<file path="config.mk">
export PLATFORM = sky130hd
export DESIGN_NAME = blob_moment_engine
export DESIGN_NICKNAME = d
export VERILOG_FILES = /design/src/rtl/bme_pkg.sv /design/src/rtl/bme_divider.sv /design/src/rtl/bme_datapath.sv /design/src/rtl/bme_ctrl.sv /design/src/rtl/blob_moment_engine.sv
export SDC_FILE = /design/constraint.sdc
export NUM_CORES = 2
export LEC_CHECK = 0
export ABC_AREA = 1
export ABC_CLOCK_PERIOD_IN_PS = 22900
export BUFFER_PORTS_ARGS = -buffer_cell sky130_fd_sc_hd__buf_4
export CAP_MARGIN = 25
export CORE_UTILIZATION = 27
export CTS_CLUSTER_DIAMETER = 40
export CTS_CLUSTER_SIZE = 25
export DETAILED_ROUTE_END_ITERATION = 7
export PLACE_DENSITY = 0.41
export SLEW_MARGIN = 20
export SYNTH_ARGS = -nofsm -noshare
export SYNTH_HDL_FRONTEND = slang
export SYNTH_HIERARCHICAL = 1
export SYNTH_SLANG_ARGS = --single-unit
</file>
<file path="constraint.sdc">
create_clock -name clock -period 22.9 [get_ports clock]
set_input_delay 5.725 -clock clock [delete_from_list [all_inputs] [get_ports clock]]
set_output_delay 5.725 -clock clock [all_outputs]
set_load 0.005 [all_outputs]
</file>
<file path="src/rtl/bme_pkg.sv">
package bme_pkg;

   localparam int PIX_W    = 8;
   localparam int CFG_W    = 11;
   localparam int AREA_W   = 21;
   localparam int CENT_W   = 18;
   localparam int VAR_W    = 47;
   localparam int XVAR_W   = 48;
   localparam logic [CFG_W-1:0] WIDTH_RESET = 11'd1024;

   // Quantities computed one after another at the end of a frame.
   typedef enum logic [2:0] {
      OP_CROW,
      OP_CCOL,
      OP_RVAR,
      OP_CVAR,
      OP_XVAR
   } op_type;

   typedef struct packed {
      logic   accum;
      logic   clear;
      logic   mul;
      logic   div_start;
      logic   store;
      logic   store_empty;
      logic   out_load;
      op_type op;
   } cmd_type;

   typedef struct packed {
      logic area_zero;
      logic div_done;
      logic out_full;
   } sts_type;

endpackage

</file>
<file path="src/rtl/bme_divider.sv">
module bme_divider #(
   parameter int DW = 70,
   parameter int VW = 21
) (
   input  logic          clock,
   input  logic          reset,
   input  logic          start,
   input  logic [DW-1:0] dividend,
   input  logic [VW-1:0] divisor,
   output logic          done,
   output logic [DW-1:0] quotient,
   output logic          rem_nz
);

   localparam int CNTW = $clog2(DW + 1);

   logic [DW-1:0]   quo_ff, quo_in;
   logic [VW-1:0]   rem_ff, rem_in;
   logic [CNTW-1:0] cnt_ff, cnt_in;
   logic            done_ff, done_in;
   logic [VW:0]     shifted;
   logic [VW+1:0]   diff;
   logic            ge;

   // One quotient bit per cycle, restoring form.
   always_comb begin
      shifted = {rem_ff, quo_ff[DW-1]};
      diff    = {1'b0, shifted} - {2'b00, divisor};
      ge      = !diff[VW+1];
      rem_in  = rem_ff;
      quo_in  = quo_ff;
      cnt_in  = cnt_ff;
      done_in = 1'b0;
      if (start) begin
         rem_in = '0;
         quo_in = dividend;
         cnt_in = CNTW'(DW);
      end else if (cnt_ff != '0) begin
         rem_in  = ge ? diff[VW-1:0] : shifted[VW-1:0];
         quo_in  = {quo_ff[DW-2:0], ge};
         cnt_in  = cnt_ff - 1'b1;
         done_in = (cnt_ff == CNTW'(1));
      end
   end

   always_ff @(posedge clock) begin
      if (reset) begin
         cnt_ff  <= '0;
         done_ff <= 1'b0;
      end else begin
         cnt_ff  <= cnt_in;
         done_ff <= done_in;
      end
      rem_ff <= rem_in;
      quo_ff <= quo_in;
   end

   assign done     = done_ff;
   assign quotient = quo_ff;
   assign rem_nz   = |rem_ff;

endmodule

</file>
<file path="src/rtl/bme_datapath.sv">
module bme_datapath #(
   parameter int MAX_WIDTH  = 1024,
   parameter int MAX_HEIGHT = 1024
) (
   input  logic                        clock,
   input  logic                        reset,
   input  bme_pkg::cmd_type            cmd,
   output bme_pkg::sts_type            sts,
   input  logic [bme_pkg::PIX_W-1:0]   pixel,
   input  logic                        csr_valid,
   input  logic [bme_pkg::CFG_W-1:0]   csr_image_width,
   input  logic                        rsp_ready,
   output logic                        rsp_valid,
   output logic [bme_pkg::AREA_W-1:0]  rsp_area,
   output logic [bme_pkg::CENT_W-1:0]  rsp_centroid_row_q8,
   output logic [bme_pkg::CENT_W-1:0]  rsp_centroid_col_q8,
   output logic [bme_pkg::VAR_W-1:0]   rsp_row_central_q8,
   output logic [bme_pkg::VAR_W-1:0]   rsp_col_central_q8,
   output logic signed [bme_pkg::XVAR_W-1:0] rsp_cross_central_q8,
   output logic                        rsp_empty_blob
);

   localparam int CW       = $clog2(MAX_WIDTH);
   localparam int RW       = $clog2(MAX_HEIGHT);
   localparam int AREA_MAX = MAX_WIDTH * MAX_HEIGHT;
   localparam int AW       = $clog2(AREA_MAX + 1);
   localparam int RSW      = AW + RW;
   localparam int CSW      = AW + CW;
   localparam int SW       = (RSW > CSW) ? RSW : CSW;
   localparam int PW       = 2 * SW;
   localparam int DW       = PW + 8;
   localparam int XW       = bme_pkg::XVAR_W;

   logic [bme_pkg::CFG_W-1:0] width_ff;
   logic [CW-1:0]          col_ff;
   logic [RW-1:0]          row_ff;
   logic [AW-1:0]          area_ff;
   logic [RSW-1:0]         rs_ff;
   logic [CSW-1:0]         cs_ff;
   logic [AW+2*RW-1:0]     rsq_ff;
   logic [AW+2*CW-1:0]     csq_ff;
   logic [AW+RW+CW-1:0]    xs_ff;
   logic [PW-1:0]          prod_ff;
   logic [CW:0]            eff_w;
   logic                   obj;
   logic [SW-1:0]          a_op, b_op;
   logic [DW-1:0]          dividend;
   logic                   div_done, rem_nz;
   logic [DW-1:0]          quot;
   logic [XW-1:0]          base, ceilq, diff;

   logic [bme_pkg::CENT_W-1:0] crow_ff, ccol_ff;
   logic [XW-1:0]              rvar_ff, cvar_ff, xvar_ff;
   logic                       empty_ff;
   logic                       out_full_ff;

   always_comb begin
      if (width_ff == '0) begin
         eff_w = (CW+1)'(1);
      end else if (32'(width_ff) > 32'(MAX_WIDTH)) begin
         eff_w = (CW+1)'(MAX_WIDTH);
      end else begin
         eff_w = (CW+1)'(width_ff);
      end
   end

   assign obj = (pixel == '0) && (32'(area_ff) < 32'(AREA_MAX));

   always_ff @(posedge clock) begin
      if (reset) begin
         width_ff <= bme_pkg::WIDTH_RESET;
      end else if (csr_valid) begin
         width_ff <= csr_image_width;
      end
   end

   always_ff @(posedge clock) begin
      if (reset || cmd.clear) begin
         col_ff  <= '0;
         row_ff  <= '0;
         area_ff <= '0;
         rs_ff   <= '0;
         cs_ff   <= '0;
         rsq_ff  <= '0;
         csq_ff  <= '0;
         xs_ff   <= '0;
      end else if (cmd.accum) begin
         if (obj) begin
            area_ff <= area_ff + 1'b1;
            rs_ff   <= rs_ff + RSW'(row_ff);
            cs_ff   <= cs_ff + CSW'(col_ff);
            rsq_ff  <= rsq_ff + (AW+2*RW)'(row_ff * row_ff);
            csq_ff  <= csq_ff + (AW+2*CW)'(col_ff * col_ff);
            xs_ff   <= xs_ff + (AW+RW+CW)'(row_ff * col_ff);
         end
         if ((CW+1)'(col_ff) + 1'b1 >= eff_w) begin
            col_ff <= '0;
            if (32'(row_ff) < 32'(MAX_HEIGHT - 1)) begin
               row_ff <= row_ff + 1'b1;
            end
         end else begin
            col_ff <= col_ff + 1'b1;
         end
      end
   end

   // Operand selection for the product and the dividend.
   always_comb begin
      a_op = (cmd.op == bme_pkg::OP_CVAR) ? SW'(cs_ff) : SW'(rs_ff);
      b_op = (cmd.op == bme_pkg::OP_RVAR) ? SW'(rs_ff) : SW'(cs_ff);
      unique case (cmd.op)
         bme_pkg::OP_CROW: dividend = DW'({rs_ff, 8'h00});
         bme_pkg::OP_CCOL: dividend = DW'({cs_ff, 8'h00});
         default:          dividend = {prod_ff, 8'h00};
      endcase
   end

   always_ff @(posedge clock) begin
      if (cmd.mul) begin
         prod_ff <= a_op * b_op;
      end
   end

   bme_divider #(.DW(DW), .VW(AW)) u_div (
      .clock    (clock),
      .reset    (reset),
      .start    (cmd.div_start),
      .dividend (dividend),
      .divisor  (area_ff),
      .done     (div_done),
      .quotient (quot),
      .rem_nz   (rem_nz)
   );

   // Central moment: 256*sum_sq minus the rounded-up mean product.
   always_comb begin
      unique case (cmd.op)
         bme_pkg::OP_RVAR: base = XW'({rsq_ff, 8'h00});
         bme_pkg::OP_CVAR: base = XW'({csq_ff, 8'h00});
         default:          base = XW'({xs_ff, 8'h00});
      endcase
      ceilq = XW'(quot) + XW'(rem_nz);
      diff  = base - ceilq;
   end

   always_ff @(posedge clock) begin
      if (cmd.store_empty) begin
         crow_ff  <= '0;
         ccol_ff  <= '0;
         rvar_ff  <= '0;
         cvar_ff  <= '0;
         xvar_ff  <= '0;
         empty_ff <= 1'b1;
      end else if (cmd.store) begin
         empty_ff <= 1'b0;
         unique case (cmd.op)
            bme_pkg::OP_CROW: crow_ff <= quot[bme_pkg::CENT_W-1:0];
            bme_pkg::OP_CCOL: ccol_ff <= quot[bme_pkg::CENT_W-1:0];
            bme_pkg::OP_RVAR: rvar_ff <= diff;
            bme_pkg::OP_CVAR: cvar_ff <= diff;
            default:          xvar_ff <= diff;
         endcase
      end
   end

   always_ff @(posedge clock) begin
      if (reset) begin
         out_full_ff <= 1'b0;
      end else if (cmd.out_load) begin
         out_full_ff <= 1'b1;
      end else if (rsp_ready) begin
         out_full_ff <= 1'b0;
      end
      if (cmd.out_load) begin
         rsp_area             <= bme_pkg::AREA_W'(area_ff);
         rsp_centroid_row_q8  <= crow_ff;
         rsp_centroid_col_q8  <= ccol_ff;
         rsp_row_central_q8   <= rvar_ff[bme_pkg::VAR_W-1:0];
         rsp_col_central_q8   <= cvar_ff[bme_pkg::VAR_W-1:0];
         rsp_cross_central_q8 <= xvar_ff;
         rsp_empty_blob       <= empty_ff;
      end
   end

   assign rsp_valid     = out_full_ff;
   assign sts.area_zero = (area_ff == '0);
   assign sts.div_done  = div_done;
   assign sts.out_full  = out_full_ff;

endmodule

</file>
<file path="src/rtl/bme_ctrl.sv">
module bme_ctrl (
   input  logic             clock,
   input  logic             reset,
   input  logic             req_valid,
   input  logic             req_end_of_frame,
   output logic             req_ready,
   input  bme_pkg::sts_type sts,
   output bme_pkg::cmd_type cmd
);

   typedef enum logic [2:0] {
      S_IDLE,
      S_CHECK,
      S_MUL,
      S_DIVGO,
      S_DIVWAIT,
      S_OUT
   } state_type;

   state_type       state_ff, state_in;
   bme_pkg::op_type op_ff, op_in;

   always_comb begin
      state_in  = state_ff;
      op_in     = op_ff;
      req_ready = 1'b0;
      cmd       = '0;
      cmd.op    = op_ff;
      unique case (state_ff)
         S_IDLE: begin
            req_ready = 1'b1;
            if (req_valid) begin
               cmd.accum = 1'b1;
               if (req_end_of_frame) begin
                  state_in = S_CHECK;
               end
            end
         end
         S_CHECK: begin
            op_in = bme_pkg::OP_CROW;
            if (sts.area_zero) begin
               cmd.store_empty = 1'b1;
               state_in = S_OUT;
            end else begin
               state_in = S_MUL;
            end
         end
         S_MUL: begin
            cmd.mul  = 1'b1;
            state_in = S_DIVGO;
         end
         S_DIVGO: begin
            cmd.div_start = 1'b1;
            state_in = S_DIVWAIT;
         end
         S_DIVWAIT: begin
            if (sts.div_done) begin
               cmd.store = 1'b1;
               if (op_ff == bme_pkg::OP_XVAR) begin
                  state_in = S_OUT;
               end else begin
                  op_in    = bme_pkg::op_type'(op_ff + 3'd1);
                  state_in = S_MUL;
               end
            end
         end
         S_OUT: begin
            if (!sts.out_full) begin
               cmd.out_load = 1'b1;
               cmd.clear    = 1'b1;
               state_in     = S_IDLE;
            end
         end
         default: state_in = S_IDLE;
      endcase
   end

   always_ff @(posedge clock) begin
      if (reset) begin
         state_ff <= S_IDLE;
         op_ff    <= bme_pkg::OP_CROW;
      end else begin
         state_ff <= state_in;
         op_ff    <= op_in;
      end
   end

endmodule

</file>
<file path="src/rtl/blob_moment_engine.sv">
// Blob moment engine: area, centroid and central second moments of the
// zero-valued pixels of a raster-order image.
// Pixels arrive on the req_ channel, one transfer per cycle while the block
// is gathering; the transfer that carries req_end_of_frame closes the frame.
// The column counter wraps at the width held in the csr_ register (written
// with a csr_ transfer, always ready; zero acts as one, values above
// MAX_WIDTH act as MAX_WIDTH). The row counter saturates at MAX_HEIGHT-1.
// After the end-of-frame transfer the block runs five divisions in turn on
// one shared restoring divider, one quotient bit per cycle, each over a
// dividend of 2*S + 8 bits, where S is the widest coordinate sum (31 bits at
// the default sizes); an empty frame skips them and goes from the area check
// to the output load. Meanwhile req_ready is low.
// The result sits in an output register and is offered on rsp_ with
// rsp_valid; pixels of the next frame are taken while it waits. If the
// receiver stalls past the next frame end, the block holds that result and
// stops taking pixels until the previous one is transferred.
// Synchronous reset clears all sums and counters, drops rsp_valid and sets
// the width register to 1024.
module blob_moment_engine #(
   parameter int MAX_WIDTH  = 1024,
   parameter int MAX_HEIGHT = 1024
) (
   input  logic                              clock,
   input  logic                              reset,
   input  logic                              req_valid,
   output logic                              req_ready,
   input  logic [bme_pkg::PIX_W-1:0]         req_pixel,
   input  logic                              req_end_of_frame,
   output logic                              rsp_valid,
   input  logic                              rsp_ready,
   output logic [bme_pkg::AREA_W-1:0]        rsp_area,
   output logic [bme_pkg::CENT_W-1:0]        rsp_centroid_row_q8,
   output logic [bme_pkg::CENT_W-1:0]        rsp_centroid_col_q8,
   output logic [bme_pkg::VAR_W-1:0]         rsp_row_central_q8,
   output logic [bme_pkg::VAR_W-1:0]         rsp_col_central_q8,
   output logic signed [bme_pkg::XVAR_W-1:0] rsp_cross_central_q8,
   output logic                              rsp_empty_blob,
   input  logic                              csr_valid,
   output logic                              csr_ready,
   input  logic [bme_pkg::CFG_W-1:0]         csr_image_width
);

   bme_pkg::cmd_type cmd;
   bme_pkg::sts_type sts;

   // The width register takes a write in any cycle.
   assign csr_ready = 1'b1;

   bme_ctrl u_ctrl (
      .clock            (clock),
      .reset            (reset),
      .req_valid        (req_valid),
      .req_end_of_frame (req_end_of_frame),
      .req_ready        (req_ready),
      .sts              (sts),
      .cmd              (cmd)
   );

   bme_datapath #(.MAX_WIDTH(MAX_WIDTH), .MAX_HEIGHT(MAX_HEIGHT)) u_dp (
      .clock                (clock),
      .reset                (reset),
      .cmd                  (cmd),
      .sts                  (sts),
      .pixel                (req_pixel),
      .csr_valid            (csr_valid),
      .csr_image_width      (csr_image_width),
      .rsp_ready            (rsp_ready),
      .rsp_valid            (rsp_valid),
      .rsp_area             (rsp_area),
      .rsp_centroid_row_q8  (rsp_centroid_row_q8),
      .rsp_centroid_col_q8  (rsp_centroid_col_q8),
      .rsp_row_central_q8   (rsp_row_central_q8),
      .rsp_col_central_q8   (rsp_col_central_q8),
      .rsp_cross_central_q8 (rsp_cross_central_q8),
      .rsp_empty_blob       (rsp_empty_blob)
   );

endmodule

</file>
==> impl_metrics.toml <==
[outcome]
status = "finished, violations left"
violations = "DRC"

[run]
maxCapViolCount = 0

[logic_synthesis]
yosysWarnings = 6
synth_top_area_frac = 0.252
yosysSeqAreaShare = 0.227
syn_inst = 10900
avgSynthCellArea_um2 = 7.68
synth_edf_count = 332
synth.distinct_cells = 57
yosys-top-cells-area = "fa_1, edfxtp_1, nand2_1, dfxtp_1, inv_1"
yosys.area.top_type = "fa_1"
ys_seq_elements = 781
syn_area_um2 = 83500
async_flop_share = 0
ys.flop_type = "dfxtp_1"

[sta]
min_period_ps = 10420
tightestPinTransition_ps = 1070
period_share = 0.455
layout_setup_ws_ps = 12480
maxSlewHeadroom = 0.281
max_freq_mhz = 95.9
tns_ps = 0
setup_viol = 0
hold_violations = 0
drv_slew = 0
rsz0062_at_grt = "no"
skew_ps = 102

[clocking]
post-cts-setup-buffers = 0
clk_pin_slew_ps = 50
numCtsBuffers = 184
hold_buffers = 0
root_buffer = "clkbuf_16"
cts_resized = 0
clock_latency_ps = 860
clock-sinks = 781
cts_tree = "done"
cts-htree-levels = 4
cts_buffer_depth = 4

[grt]
grt_first_pass_wirelength_um = 496000
grt_overflow = 0
grtUsageTotal = 0.216
grt_pass1_vias = 73700
antenna_found_initial = 12
grt_max_degree = 149

[power_and_ir_drop]
power_density_nw_per_um2 = 67.5
swShare = 0.389
ir_drop_mv = 0.0585
internal_power_uw = 3950
power_frac_clock = 0.408
switching_power_uw = 2520
power_frac_comb = 0.327
p_leak_uw = 0.0471
seqPwrFrac = 0.264

[floorplanning]
die_h_um = 558
rows = 203
core_um2 = 307000
initial_core_util = 0.272
die_w_um = 558
die-area_um2 = 311000
io_pins = 228

[layout]
utilization = 0.312
area_growth_pct = 14.8
nets = 12700
multiInputGateArea_um2 = 54000
final_cell_mix = "nand2_1, inv_1, nor2_1"
fillers = 33200
drive_gt1_frac = 0.0733
final_common_cell = "nand2_1"
seqCellArea_um2 = 19000

[route]
wl_um = 337000
vias = 71300
drt_iter0_drc = 4644
first_pass_iters = 8
via_per_inst = 4.66
drtAntennaViolNets = 0
wl_per_cell_um = 22.0
drc = 2

[setup_path]
cp-start-kind = "flop"
worstPathArrival_ps = 10970
critPathBufInv = 6
rrSetupSlack_ps = 12480
slowest_stage = "a21oi_2"
end_kind = "flop"
crit_required_ps = 23450
cpMostUsedCell = "fa_1"
crit_family = "adder cells"
path_max_fanout = 59
path_class = "flop to flop"
max_stage_delay_ps = 780

[hold_path]
holdCritPathClass = "flop to flop"

[placed_design]
post-place-ws_ps = 12570
gp_congestion = 0.967
hpwl_um = 266000
numPortBuffers = 226
==> power by group through the flow <==
stage | logic, uW | registers [uW] | clock network [uW]
final | 2120 | 1710 | 2640
after global routing | 2410 | 1720 | 2770
after CTS | 2160 | 1710 | 2710
after detailed placement | 2150 | 1740 | 0
after global placement | 2140 | 1740 | 0
after floorplan | 1410 | 1700 | 0
==> per-stage QoR <==
stage	cells	area, um^2	power, uW	hold slack (ps)
2_1_floorplan	10900	83500	3110	403
3_3_place_gp	15000	89600	3880	409
3_5_place_dp	15000	89600	3890	410
4_1_cts	15300	95800	6590	367
5_1_grt	15300	95800	6910	372
6_report	15300	95900	6470	367
==> cells by family after synthesis <==
group | Yosys count | share of synthesized area
simple gates | 4595 | 0.222
buf+inv | 2739 | 0.127
fa+ha+maj | 1628 | 0.339
compound gates | 981 | 0.0697
flops | 781 | 0.227
xor+xnor | 148 | 0.0155
other cells | 2 | 0.0000899
==> path summary, 6_finish.rpt <==
path | start | endpoint | cells past startpoint
setup / recovery | u_ctrl/op_ff[1] | u_dp/prod_ff[32] | 26
hold / removal | u_dp/cvar_ff[29] | u_dp/rsp_col_central_q8[29] | 0
setup reg to reg | u_ctrl/op_ff[1] | u_dp/prod_ff[32] | 26
hold reg to reg | u_dp/cvar_ff[29] | u_dp/rsp_col_central_q8[29] | 0
==> area by class of cell <==
| class | count | share of cell area |
|---|---|---|
| clock inverter | 107 | 0.0123 |
| tap | 4100 | 0.0535 |
| inverter | 2394 | 0.0938 |
| multi-input combinational | 7361 | 0.564 |
| sequential | 781 | 0.198 |
| antenna | 4 | 0.000104 |
| clock buffer | 224 | 0.0527 |
| timing repair buffer | 328 | 0.0260 |
==> cell usage after synthesis (all sizes together) (2+ instances only) <==
| cell | number |
|---|---|
| nand2 | 2488 |
| conb | 2 |
| o22ai | 8 |
| clkbuf | 129 |
| xor2 | 106 |
| edfxtp | 332 |
| ha | 576 |
| nor3 | 86 |
| buf | 216 |
| clkinv | 6 |
| o221ai | 48 |
| o21bai | 50 |
| nand3b | 20 |
| nor4 | 30 |
| and3 | 2 |
| a21o | 21 |
| a22oi | 12 |
| a31oi | 2 |
| fa | 1052 |
| or2 | 8 |
| nand4 | 108 |
| a21boi | 7 |
| inv | 2388 |
| o21ai | 355 |
| and2 | 8 |
| nor3b | 4 |
| o21a | 29 |
| xnor2 | 42 |
| nand3 | 438 |
| nor2 | 1402 |
| dfxtp | 449 |
| a21oi | 414 |
| o211ai | 24 |
| a211oi | 9 |
==> state kept, by name, summed over array words and instances, names as in the netlist, 31 cells and up <==
name	flops
u_dp/u_div/quotient	70
u_dp/prod_ff	62
u_dp/rsp_cross_central_q8	48
u_dp/xvar_ff	48
u_dp/cvar_ff	47
u_dp/rsp_col_central_q8	47
u_dp/rsp_row_central_q8	47
u_dp/rvar_ff	47
u_dp/csq_ff	40
u_dp/rsq_ff	40
u_dp/xs_ff	40
u_dp/cs_ff	31
u_dp/rs_ff	31
==> routing by layer <==
layer,vias to the layer above,GRT usage,wire length [um]
met5,-,0,8
met4,2,0.0653,10900
met3,443,0.0241,15700
met2,1910,0.376,164000
met1,35500,0.279,147000
li1,33500,-,-
(Power assumes the default switching activity.)
